[src/hdl/wpbm_pkg.sv]
// wpbm_pkg: shared types and constants for the pipelined bus master
// no dependencies; used by wpbm_ctrl, wpbm_dp, the top level and the bench

package wpbm_pkg;

  // request codes carried in req_type
  localparam logic [1:0] REQ_ENQUEUE = 2'd0;
  localparam logic [1:0] REQ_TICK    = 2'd1;
  localparam logic [1:0] REQ_CLEAR   = 2'd2;

  // controller states
  typedef enum logic {
    ST_IDLE,
    ST_EXEC
  } state_t;

  // controller to datapath commands
  typedef struct packed {
    logic capture;  // latch the incoming request and start the queue read
    logic commit;   // apply the request and load the result register
  } cmd_t;

endpackage

[src/hdl/wpbm_in_if.sv]
// wpbm_in_if: request channel of the bus master (valid, ready, request fields)
// depends on nothing

interface wpbm_in_if #(
  parameter int ADDR_WIDTH = 32,
  parameter int DATA_WIDTH = 32
);
  logic                  valid;
  logic                  ready;
  logic [1:0]            req_type;
  logic                  cmd_write;
  logic [ADDR_WIDTH-1:0] cmd_addr;
  logic [DATA_WIDTH-1:0] cmd_wdata;
  logic                  bus_ack_in;
  logic                  bus_stall_in;
  logic [DATA_WIDTH-1:0] bus_rdata_in;

  modport source (
    output valid, req_type, cmd_write, cmd_addr, cmd_wdata,
           bus_ack_in, bus_stall_in, bus_rdata_in,
    input  ready
  );

  modport sink (
    input  valid, req_type, cmd_write, cmd_addr, cmd_wdata,
           bus_ack_in, bus_stall_in, bus_rdata_in,
    output ready
  );
endinterface

[src/hdl/wpbm_out_if.sv]
// wpbm_out_if: result channel of the bus master (valid, ready, bus and status fields)
// depends on nothing

interface wpbm_out_if #(
  parameter int ADDR_WIDTH = 32,
  parameter int DATA_WIDTH = 32
);
  logic                  valid;
  logic                  ready;
  logic                  bus_cyc;
  logic                  bus_stb;
  logic                  bus_we;
  logic [ADDR_WIDTH-1:0] bus_addr;
  logic [DATA_WIDTH-1:0] bus_wdata;
  logic                  rd_valid;
  logic [DATA_WIDTH-1:0] rd_data;
  logic                  busy_res;
  logic                  cmd_dropped;

  modport source (
    output valid, bus_cyc, bus_stb, bus_we, bus_addr, bus_wdata,
           rd_valid, rd_data, busy_res, cmd_dropped,
    input  ready
  );

  modport sink (
    input  valid, bus_cyc, bus_stb, bus_we, bus_addr, bus_wdata,
           rd_valid, rd_data, busy_res, cmd_dropped,
    output ready
  );
endinterface

[src/hdl/wishbone_pipelined_bus_master.sv]
// wishbone_pipelined_bus_master: top level of the pipelined bus master
// depends on wpbm_pkg, wpbm_in_if, wpbm_out_if, wpbm_ctrl, wpbm_dp

// Pipelined bus master with a command queue. Each request on in_ch is an
// enqueue (read or write with address and data), a bus tick (slave ack,
// stall and read data of a bus clock) or a clear of both queues.
// Every request yields exactly one result on out_ch: the bus cyc, stb, we,
// address and write data after the request, read data with rd_valid when a
// read ack arrived on that tick, busy_res while commands are queued or acks
// outstanding, and cmd_dropped when an enqueue found the queue or the ack list
// full. In ST_IDLE a request is captured and the queue head read from the
// command ram (registered read); in ST_EXEC it is applied and the result
// register loaded, so no new request is taken until ST_EXEC ends. The result
// register decouples the two channels; a stalled result holds ST_EXEC until
// the sink takes the previous one. Queue storage is QUEUE_DEPTH entries in
// ram; unwritten entries are never read, so no clearing pass is needed.

module wishbone_pipelined_bus_master #(
  parameter int QUEUE_DEPTH = 16,
  parameter int ADDR_WIDTH  = 32,
  parameter int DATA_WIDTH  = 32
) (
  input logic        clk,
  input logic        rst_n,
  wpbm_in_if.sink    in_ch,
  wpbm_out_if.source out_ch
);

  wpbm_pkg::cmd_t cmd;

  // request sequencing and result handshake
  wpbm_ctrl u_ctrl (
    .clk       (clk),
    .rst_n     (rst_n),
    .in_valid  (in_ch.valid),
    .in_ready  (in_ch.ready),
    .out_valid (out_ch.valid),
    .out_ready (out_ch.ready),
    .cmd       (cmd)
  );

  // bus registers, queues and result payload
  wpbm_dp #(
    .QUEUE_DEPTH (QUEUE_DEPTH),
    .ADDR_WIDTH  (ADDR_WIDTH),
    .DATA_WIDTH  (DATA_WIDTH)
  ) u_dp (
    .clk           (clk),
    .rst_n         (rst_n),
    .cmd           (cmd),
    .in_req_type   (in_ch.req_type),
    .in_cmd_write  (in_ch.cmd_write),
    .in_cmd_addr   (in_ch.cmd_addr),
    .in_cmd_wdata  (in_ch.cmd_wdata),
    .in_bus_ack    (in_ch.bus_ack_in),
    .in_bus_stall  (in_ch.bus_stall_in),
    .in_bus_rdata  (in_ch.bus_rdata_in),
    .out_bus_cyc   (out_ch.bus_cyc),
    .out_bus_stb   (out_ch.bus_stb),
    .out_bus_we    (out_ch.bus_we),
    .out_bus_addr  (out_ch.bus_addr),
    .out_bus_wdata (out_ch.bus_wdata),
    .out_rd_valid  (out_ch.rd_valid),
    .out_rd_data   (out_ch.rd_data),
    .out_busy      (out_ch.busy_res),
    .out_dropped   (out_ch.cmd_dropped)
  );

endmodule

[src/hdl/wpbm_ram.sv]
// wpbm_ram: generic single write port, single read port ram with registered read
// no dependencies

module wpbm_ram #(
  parameter int WIDTH = 8,
  parameter int DEPTH = 16,
  parameter int AW    = $clog2(DEPTH)
) (
  input  logic             clk,
  input  logic             wr_en,
  input  logic [AW-1:0]    wr_addr,
  input  logic [WIDTH-1:0] wr_data,
  input  logic             rd_en,
  input  logic [AW-1:0]    rd_addr,
  output logic [WIDTH-1:0] rd_data
);

  logic [WIDTH-1:0] mem [DEPTH];
  logic [WIDTH-1:0] rd_data_r;

  always_ff @(posedge clk) begin
    if (wr_en) begin
      mem[wr_addr] <= wr_data;
    end
    if (rd_en) begin
      rd_data_r <= mem[rd_addr];
    end
  end

  assign rd_data = rd_data_r;

endmodule

[src/hdl/wpbm_ctrl.sv]
// wpbm_ctrl: request sequencer and result valid flag of the bus master
// depends on wpbm_pkg

module wpbm_ctrl (
  input  logic          clk,
  input  logic          rst_n,
  input  logic          in_valid,
  output logic          in_ready,
  output logic          out_valid,
  input  logic          out_ready,
  output wpbm_pkg::cmd_t cmd
);

  wpbm_pkg::state_t state_r, state_nxt;
  logic             out_valid_r, out_valid_nxt;

  always_ff @(posedge clk) begin
    if (!rst_n) begin
      state_r     <= wpbm_pkg::ST_IDLE;
      out_valid_r <= 1'b0;
    end else begin
      state_r     <= state_nxt;
      out_valid_r <= out_valid_nxt;
    end
  end

  always_comb begin
    state_nxt   = state_r;
    in_ready    = 1'b0;
    cmd.capture = 1'b0;
    cmd.commit  = 1'b0;
    case (state_r)
      wpbm_pkg::ST_IDLE: begin
        in_ready = 1'b1;
        if (in_valid) begin
          cmd.capture = 1'b1;
          state_nxt   = wpbm_pkg::ST_EXEC;
        end
      end
      wpbm_pkg::ST_EXEC: begin
        // wait for a free result slot
        if (!out_valid_r || out_ready) begin
          cmd.commit = 1'b1;
          state_nxt  = wpbm_pkg::ST_IDLE;
        end
      end
      default: begin
        state_nxt = wpbm_pkg::ST_IDLE;
      end
    endcase

    if (cmd.commit) begin
      out_valid_nxt = 1'b1;
    end else if (out_ready) begin
      out_valid_nxt = 1'b0;
    end else begin
      out_valid_nxt = out_valid_r;
    end
  end

  assign out_valid = out_valid_r;

endmodule

[src/hdl/wpbm_dp.sv]
// wpbm_dp: bus registers, command queue, outstanding-ack list and result register
// depends on wpbm_pkg and wpbm_ram

module wpbm_dp #(
  parameter int QUEUE_DEPTH = 16,
  parameter int ADDR_WIDTH  = 32,
  parameter int DATA_WIDTH  = 32
) (
  input  logic                  clk,
  input  logic                  rst_n,
  input  wpbm_pkg::cmd_t        cmd,
  input  logic [1:0]            in_req_type,
  input  logic                  in_cmd_write,
  input  logic [ADDR_WIDTH-1:0] in_cmd_addr,
  input  logic [DATA_WIDTH-1:0] in_cmd_wdata,
  input  logic                  in_bus_ack,
  input  logic                  in_bus_stall,
  input  logic [DATA_WIDTH-1:0] in_bus_rdata,
  output logic                  out_bus_cyc,
  output logic                  out_bus_stb,
  output logic                  out_bus_we,
  output logic [ADDR_WIDTH-1:0] out_bus_addr,
  output logic [DATA_WIDTH-1:0] out_bus_wdata,
  output logic                  out_rd_valid,
  output logic [DATA_WIDTH-1:0] out_rd_data,
  output logic                  out_busy,
  output logic                  out_dropped
);

  localparam int IW = $clog2(QUEUE_DEPTH);
  localparam int CW = $clog2(QUEUE_DEPTH + 1);
  localparam int EW = 1 + ADDR_WIDTH + DATA_WIDTH;
  localparam logic [IW-1:0] LAST_IDX = IW'(QUEUE_DEPTH - 1);
  localparam logic [CW-1:0] FULL_CNT = CW'(QUEUE_DEPTH);
  localparam logic [IW:0]   DEPTH_W  = (IW+1)'(QUEUE_DEPTH);

  // bus and queue pointer state
  logic                  cyc_r, cyc_nxt;
  logic                  stb_r, stb_nxt;
  logic                  we_r, we_nxt;
  logic [ADDR_WIDTH-1:0] addr_r, addr_nxt;
  logic [DATA_WIDTH-1:0] wdata_r, wdata_nxt;
  logic [IW-1:0]         qhead_r, qhead_nxt;
  logic [CW-1:0]         qcount_r, qcount_nxt;
  logic [IW-1:0]         phead_r, phead_nxt;
  logic [CW-1:0]         pcount_r, pcount_nxt;

  // latched request
  logic [1:0]            req_r;
  logic                  write_r;
  logic [ADDR_WIDTH-1:0] caddr_r;
  logic [DATA_WIDTH-1:0] cwdata_r;
  logic                  ack_r;
  logic                  stall_r;
  logic [DATA_WIDTH-1:0] rdata_r;

  // result register
  logic                  res_rd_valid_r, res_rd_valid_nxt;
  logic [DATA_WIDTH-1:0] res_rd_data_r, res_rd_data_nxt;
  logic                  res_busy_r;
  logic                  res_dropped_r, res_dropped_nxt;

  // queue memories
  logic [IW-1:0] q_rd_addr, q_wr_addr, p_wr_addr;
  logic [EW-1:0] q_rd_data;
  logic          p_rd_data;
  logic          enq_wr;
  logic          full;
  logic          retire_now;
  logic [IW:0]   qsum, psum;

  function automatic logic [IW-1:0] ring_next(input logic [IW-1:0] i);
    ring_next = (i == LAST_IDX) ? '0 : i + 1'b1;
  endfunction

  // head that the tick will present, known before the tick is applied
  assign retire_now = cyc_r && stb_r && !in_bus_stall;
  assign q_rd_addr  = (retire_now && qcount_r != '0) ? ring_next(qhead_r) : qhead_r;

  // tail positions, wrapped by one compare and subtract
  assign qsum      = (IW+1)'(qhead_r) + (IW+1)'(qcount_r);
  assign psum      = (IW+1)'(phead_r) + (IW+1)'(pcount_r);
  assign q_wr_addr = (qsum >= DEPTH_W) ? IW'(qsum - DEPTH_W) : IW'(qsum);
  assign p_wr_addr = (psum >= DEPTH_W) ? IW'(psum - DEPTH_W) : IW'(psum);

  assign full   = (qcount_r == FULL_CNT) || (pcount_r == FULL_CNT);
  assign enq_wr = cmd.commit && (req_r == wpbm_pkg::REQ_ENQUEUE) && !full;

  wpbm_ram #(
    .WIDTH (EW),
    .DEPTH (QUEUE_DEPTH)
  ) u_cmd_ram (
    .clk     (clk),
    .wr_en   (enq_wr),
    .wr_addr (q_wr_addr),
    .wr_data ({write_r, caddr_r, cwdata_r}),
    .rd_en   (cmd.capture),
    .rd_addr (q_rd_addr),
    .rd_data (q_rd_data)
  );

  wpbm_ram #(
    .WIDTH (1),
    .DEPTH (QUEUE_DEPTH)
  ) u_ack_ram (
    .clk     (clk),
    .wr_en   (enq_wr),
    .wr_addr (p_wr_addr),
    .wr_data (write_r),
    .rd_en   (cmd.capture),
    .rd_addr (phead_r),
    .rd_data (p_rd_data)
  );

  always_comb begin
    cyc_nxt          = cyc_r;
    stb_nxt          = stb_r;
    we_nxt           = we_r;
    addr_nxt         = addr_r;
    wdata_nxt        = wdata_r;
    qhead_nxt        = qhead_r;
    qcount_nxt       = qcount_r;
    phead_nxt        = phead_r;
    pcount_nxt       = pcount_r;
    res_rd_valid_nxt = 1'b0;
    res_rd_data_nxt  = '0;
    res_dropped_nxt  = 1'b0;

    case (req_r)
      wpbm_pkg::REQ_ENQUEUE: begin
        if (full) begin
          res_dropped_nxt = 1'b1;
        end else begin
          qcount_nxt = qcount_r + 1'b1;
          pcount_nxt = pcount_r + 1'b1;
        end
      end
      wpbm_pkg::REQ_TICK: begin
        // strobe taken by the slave
        if (cyc_r && stb_r && !stall_r) begin
          if (qcount_r != '0) begin
            qhead_nxt  = ring_next(qhead_r);
            qcount_nxt = qcount_r - 1'b1;
          end
          stb_nxt = 1'b0;
          we_nxt  = 1'b0;
          if (pcount_r == '0) begin
            cyc_nxt = 1'b0;
          end
        end
        // present the next queued request
        if (qcount_nxt != '0) begin
          cyc_nxt   = 1'b1;
          stb_nxt   = 1'b1;
          we_nxt    = q_rd_data[EW-1];
          addr_nxt  = q_rd_data[EW-2 -: ADDR_WIDTH];
          wdata_nxt = q_rd_data[DATA_WIDTH-1:0];
        end
        // acknowledge
        if (cyc_nxt && ack_r && pcount_r != '0) begin
          if (!p_rd_data) begin
            res_rd_valid_nxt = 1'b1;
            res_rd_data_nxt  = rdata_r;
          end
          phead_nxt  = ring_next(phead_r);
          pcount_nxt = pcount_r - 1'b1;
          if (pcount_nxt == '0) begin
            cyc_nxt = 1'b0;
          end
        end
      end
      wpbm_pkg::REQ_CLEAR: begin
        qhead_nxt  = '0;
        qcount_nxt = '0;
        phead_nxt  = '0;
        pcount_nxt = '0;
      end
      default: begin
      end
    endcase
  end

  always_ff @(posedge clk) begin
    if (!rst_n) begin
      cyc_r    <= 1'b0;
      stb_r    <= 1'b0;
      we_r     <= 1'b0;
      addr_r   <= '0;
      wdata_r  <= '0;
      qhead_r  <= '0;
      qcount_r <= '0;
      phead_r  <= '0;
      pcount_r <= '0;
    end else if (cmd.commit) begin
      cyc_r    <= cyc_nxt;
      stb_r    <= stb_nxt;
      we_r     <= we_nxt;
      addr_r   <= addr_nxt;
      wdata_r  <= wdata_nxt;
      qhead_r  <= qhead_nxt;
      qcount_r <= qcount_nxt;
      phead_r  <= phead_nxt;
      pcount_r <= pcount_nxt;
    end
  end

  always_ff @(posedge clk) begin
    if (cmd.capture) begin
      req_r    <= in_req_type;
      write_r  <= in_cmd_write;
      caddr_r  <= in_cmd_addr;
      cwdata_r <= in_cmd_wdata;
      ack_r    <= in_bus_ack;
      stall_r  <= in_bus_stall;
      rdata_r  <= in_bus_rdata;
    end
    if (cmd.commit) begin
      res_rd_valid_r <= res_rd_valid_nxt;
      res_rd_data_r  <= res_rd_data_nxt;
      res_busy_r     <= (qcount_nxt != '0) || (pcount_nxt != '0);
      res_dropped_r  <= res_dropped_nxt;
    end
  end

  // bus fields of the result mirror the bus registers after the request
  assign out_bus_cyc   = cyc_r;
  assign out_bus_stb   = stb_r;
  assign out_bus_we    = we_r;
  assign out_bus_addr  = addr_r;
  assign out_bus_wdata = wdata_r;
  assign out_rd_valid  = res_rd_valid_r;
  assign out_rd_data   = res_rd_data_r;
  assign out_busy      = res_busy_r;
  assign out_dropped   = res_dropped_r;

endmodule

[src/flat_wrapper.sv]
// flat-port wrapper written by rule: the top's interface ports become plain ports
module wishbone_pipelined_bus_master_flat 
#(
  parameter int QUEUE_DEPTH = 16,
  parameter int ADDR_WIDTH  = 32,
  parameter int DATA_WIDTH  = 32
)
  (clk, rst_n, in_ch_valid, in_ch_req_type, in_ch_cmd_write, in_ch_cmd_addr, in_ch_cmd_wdata, in_ch_bus_ack_in, in_ch_bus_stall_in, in_ch_bus_rdata_in, in_ch_ready, out_ch_valid, out_ch_bus_cyc, out_ch_bus_stb, out_ch_bus_we, out_ch_bus_addr, out_ch_bus_wdata, out_ch_rd_valid, out_ch_rd_data, out_ch_busy_res, out_ch_cmd_dropped, out_ch_ready);
  wpbm_in_if #(.ADDR_WIDTH(ADDR_WIDTH), .DATA_WIDTH(DATA_WIDTH)) in_ch_i ();
  wpbm_out_if #(.ADDR_WIDTH(ADDR_WIDTH), .DATA_WIDTH(DATA_WIDTH)) out_ch_i ();
  input logic clk;
  input logic rst_n;
  input wire logic [$bits(in_ch_i.valid)-1:0] in_ch_valid;
  input wire logic [$bits(in_ch_i.req_type)-1:0] in_ch_req_type;
  input wire logic [$bits(in_ch_i.cmd_write)-1:0] in_ch_cmd_write;
  input wire logic [$bits(in_ch_i.cmd_addr)-1:0] in_ch_cmd_addr;
  input wire logic [$bits(in_ch_i.cmd_wdata)-1:0] in_ch_cmd_wdata;
  input wire logic [$bits(in_ch_i.bus_ack_in)-1:0] in_ch_bus_ack_in;
  input wire logic [$bits(in_ch_i.bus_stall_in)-1:0] in_ch_bus_stall_in;
  input wire logic [$bits(in_ch_i.bus_rdata_in)-1:0] in_ch_bus_rdata_in;
  output wire logic [$bits(in_ch_i.ready)-1:0] in_ch_ready;
  output wire logic [$bits(out_ch_i.valid)-1:0] out_ch_valid;
  output wire logic [$bits(out_ch_i.bus_cyc)-1:0] out_ch_bus_cyc;
  output wire logic [$bits(out_ch_i.bus_stb)-1:0] out_ch_bus_stb;
  output wire logic [$bits(out_ch_i.bus_we)-1:0] out_ch_bus_we;
  output wire logic [$bits(out_ch_i.bus_addr)-1:0] out_ch_bus_addr;
  output wire logic [$bits(out_ch_i.bus_wdata)-1:0] out_ch_bus_wdata;
  output wire logic [$bits(out_ch_i.rd_valid)-1:0] out_ch_rd_valid;
  output wire logic [$bits(out_ch_i.rd_data)-1:0] out_ch_rd_data;
  output wire logic [$bits(out_ch_i.busy_res)-1:0] out_ch_busy_res;
  output wire logic [$bits(out_ch_i.cmd_dropped)-1:0] out_ch_cmd_dropped;
  input wire logic [$bits(out_ch_i.ready)-1:0] out_ch_ready;
  assign in_ch_i.valid = in_ch_valid;
  assign in_ch_i.req_type = in_ch_req_type;
  assign in_ch_i.cmd_write = in_ch_cmd_write;
  assign in_ch_i.cmd_addr = in_ch_cmd_addr;
  assign in_ch_i.cmd_wdata = in_ch_cmd_wdata;
  assign in_ch_i.bus_ack_in = in_ch_bus_ack_in;
  assign in_ch_i.bus_stall_in = in_ch_bus_stall_in;
  assign in_ch_i.bus_rdata_in = in_ch_bus_rdata_in;
  assign in_ch_ready = in_ch_i.ready;
  assign out_ch_valid = out_ch_i.valid;
  assign out_ch_bus_cyc = out_ch_i.bus_cyc;
  assign out_ch_bus_stb = out_ch_i.bus_stb;
  assign out_ch_bus_we = out_ch_i.bus_we;
  assign out_ch_bus_addr = out_ch_i.bus_addr;
  assign out_ch_bus_wdata = out_ch_i.bus_wdata;
  assign out_ch_rd_valid = out_ch_i.rd_valid;
  assign out_ch_rd_data = out_ch_i.rd_data;
  assign out_ch_busy_res = out_ch_i.busy_res;
  assign out_ch_cmd_dropped = out_ch_i.cmd_dropped;
  assign out_ch_i.ready = out_ch_ready;
  wishbone_pipelined_bus_master #(.QUEUE_DEPTH(QUEUE_DEPTH), .ADDR_WIDTH(ADDR_WIDTH), .DATA_WIDTH(DATA_WIDTH)) u_core (.clk(clk), .rst_n(rst_n), .in_ch(in_ch_i), .out_ch(out_ch_i));
endmodule
[config.mk]
export PLATFORM = sky130hd
export DESIGN_NAME = wishbone_pipelined_bus_master_flat
export DESIGN_NICKNAME = d
export VERILOG_FILES = /design/src/hdl/wpbm_pkg.sv /design/src/hdl/wpbm_in_if.sv /design/src/hdl/wpbm_out_if.sv /design/src/hdl/wishbone_pipelined_bus_master.sv /design/src/hdl/wpbm_ram.sv /design/src/hdl/wpbm_ctrl.sv /design/src/hdl/wpbm_dp.sv /design/src/flat_wrapper.sv
export SDC_FILE = /design/constraint.sdc
export NUM_CORES = 2
export LEC_CHECK = 0
export ABC_CLOCK_PERIOD_IN_PS = 8300
export BUFFER_PORTS_ARGS = -buffer_cell sky130_fd_sc_hd__buf_4
export CAP_MARGIN = 40
export CORE_MARGIN = 2
export CORE_UTILIZATION = 37
export DETAILED_ROUTE_END_ITERATION = 10
export GPL_TIMING_DRIVEN = 0
export PLACE_DENSITY = 0.58
export SYNTH_ARGS = -nofsm -noshare
export SYNTH_HDL_FRONTEND = slang
export SYNTH_SLANG_ARGS = --single-unit
[constraint.sdc]
create_clock -name clk -period 8.3 [get_ports clk]
set_input_delay 0.415 -clock clk [delete_from_list [all_inputs] [get_ports clk]]
set_output_delay 0.415 -clock clk [all_outputs]
set_load 0.1 [all_outputs]
==> impl_metrics.json <==
{
  "hold_viol": 0,
  "postSynthCellCount": 2908,
  "drc": 0,
  "synthesis.nets": 3033,
  "vias": 27825,
  "clock-root-buffer": "clkbuf_16",
  "floorplan.core_area_mm2": 0.136,
  "grt_pass1_vias": 28043,
  "tightest_slew_ns": 0.898,
  "grt_overflow_total": 0,
  "hpwl_um": 84300,
  "cts_buffers": 144,
  "hold_depth": 2,
  "startpoint_type": "flip-flop",
  "ys.flop_type": "edfxtp_1",
  "ctsResizeCount": 0,
  "arrival_ns": 4.87,
  "ios": 209,
  "synth-seq-cells": 1345,
  "slew_headroom_pct": 40.0,
  "die_area_mm2": 0.140,
  "finClkSkew_ns": 0.0217,
  "antenna_found_initial": 4,
  "synth-edff-count": 1258,
  "die_x_um": 375,
  "ys_async_sr_fraction_pct": 0,
  "drive_gt1_share_pct": 17.9,
  "clkLatencyLatePin_ns": 0.76,
  "grt_max_degree": 44,
  "ys_seq_area_share_pct": 77.8,
  "die_y_um": 375,
  "nFillCells": 11802,
  "cts_tree": "yes",
  "ir_drop_mv": 0.161,
  "synth_top_area_share_pct": 74.4,
  "row_count": 135,
  "synth.distinct_cells": 67,
  "hold_buffers": 105,
  "max_freq_mhz": 227,
  "grt_setup_unrepaired": "false",
  "max_cap_violations": 0,
  "timing.rr.start": "u_core.u_dp.qcount_r[1]",
  "cp_data_required_time_ns": 8.77,
  "cts.sinks": 1345,
  "finalCriticalPeriod_ns": 4.40,
  "finalSetupViolations": 0,
  "fin_crit_sh_pct": 53.1,
  "ant_nets": 0,
  "critPathLaunch": "u_core.u_dp.qcount_r[1]",
  "io_buffers": 208,
  "power_density_mw_per_mm2": 232,
  "grt_pass1_wl_um": 188000,
  "grt.total_usage_pct": 18.3,
  "routabilityCongestion": 0.830,
  "clockBufferDepth": 3,
  "status": "completed",
  "cp_max_fo": 10,
  "nNetsFinal": 3601,
  "leakagePower_nw": 23.7,
  "ff2ff_path_depth": 13,
  "cts_setup_buffers": 0,
  "routed_wl_um": 130000,
  "avgRoutedWirePerCell_um": 24.2,
  "hp-class": "in2reg",
  "synthTopCellsByArea": "edfxtp_1, mux2i_1, dfxtp_1, o22ai_1, nand2_1",
  "final_cell_mix": "edfxtp_1, mux2i_1, o22ai_1",
  "cts_max_level": 4,
  "synth_top_area_cell": "edfxtp_1",
  "drt_iter0_drc": 2478,
  "drt-pass1-iter-count": 5,
  "layout_commonest_cell": "edfxtp_1",
  "holdWs_ns": 0.370,
  "maxSlewViolCount": 0,
  "worst_setup_path_end_kind": "flip-flop",
  "hold_start": "in_ch_cmd_addr[6]",
  "fin_util_pct": 45.4,
  "ys_warn_count": 0,
  "clk_pin_slew_ns": 0.06,
  "synthesis.area_mm2": 0.0508,
  "syn_to_final_growth_pct": 21.4,
  "routed_via_density": 5.18,
  "start_util_pct": 37.4,
  "crit_type": "reg2reg",
  "syn_area_per_cell_um2": 17.5
}
## cells by family after synthesis
logic type	after synthesis	synth area share (%)
buffers and inverters	176	1.66
adders and majority gates	20	0.522
and+or+nand+nor	409	4.15
xor gates and xnor gates	12	0.207
muxes	533	10.6
DFF	1345	77.8
AOI/OAI and AO/OA	413	5.02
## Yosys cell counts, types with 10 or more instances
library cell and instances:
edfxtp_1 1258, inv_1 13, clkbuf_1 64, nand2_1 172
o22ai_1 263, or4_1 68, o21ai_0 17, nand3_1 10
and2_1 34, a21oi_1 88, buf_2 74, ha_1 18
nor2_1 58, dfxtp_1 87, mux2i_1 527, nor4_1 13
## report_power, final
part           internal (mW)  switching [mW]
logic                  0.229           0.389
clock network           3.45            2.61
registers               7.52           0.103
## through the flow
step           power [mW]  TNS [ns]  setup WS [ns]  area (um2)  std cells
6_report             14.3         0           3.90       61700       5373
4_1_cts              14.4         0           3.83       61700       5371
3_3_place_gp         8.33  -2899.37          -8.93       54600       4897
5_1_grt              14.8         0           3.74       61700       5372
2_1_floorplan        8.09    -49.61         -0.205       50800       2908
3_5_place_dp         8.35         0           3.86       56200       5005
## final cells by class
| cell class | instances | area, um2 | share of cell area [%] |
|---|---|---|---|
| clock inverters | 70 | 507 | 0.821 |
| diodes | 1 | 2.50 | 0.00406 |
| plain buffers | 161 | 790 | 1.28 |
| multi-input cells | 1387 | 10600 | 17.1 |
| repair buffers | 422 | 4090 | 6.62 |
| clock buffers | 191 | 3950 | 6.39 |
| flip-flops and latches | 1345 | 39500 | 64.1 |
| well taps | 1781 | 2230 | 3.61 |
| inverters | 15 | 57.6 | 0.0933 |
## flip-flops by register name (all words and copies together) (netlist names), 16 cells and up
register,count
u_core.u_dp.caddr_r,32
u_core.u_dp.cwdata_r,32
u_core.u_dp.out_bus_addr,32
u_core.u_dp.out_bus_wdata,32
u_core.u_dp.out_rd_data,32
u_core.u_dp.rdata_r,32
u_core.u_dp.u_ack_ram.mem,16
u_core.u_dp.u_cmd_ram.mem,1040
u_core.u_dp.u_cmd_ram.rd_data,65
## path summary, 6_finish.rpt
kind	end	slack (ns)
setup / recovery	u_core.u_dp.u_cmd_ram.rd_data[47]	3.90
hold / removal	u_core.u_dp.caddr_r[6]	0.37
setup reg to reg	u_core.u_dp.u_cmd_ram.rd_data[47]	3.90
hold reg to reg	u_core.u_dp.out_bus_addr[6]	0.45
## layer usage
layer,track usage (%),wire (um),vias up
li1,-,-,12678
met1,23.7,54900,14116
met2,31.2,64700,850
met3,3.80,7800,181
met4,5.30,2760,0
met5,0,0,-
## critical path, cell delays in order (launching register included)
cell and delay, ns:
dfxtp_1 0.42, inv_1 0.17, ha_1 0.27, or4b_1 0.45
buf_2 0.18, and2_1 0.15, buf_6 0.13, mux2i_1 0.17
nand2_1 0.13, clkbuf_1 0.46, buf_6 0.23, clkbuf_1 0.52
o22ai_1 0.26, or4_1 0.57
(Power assumes the default switching activity.)
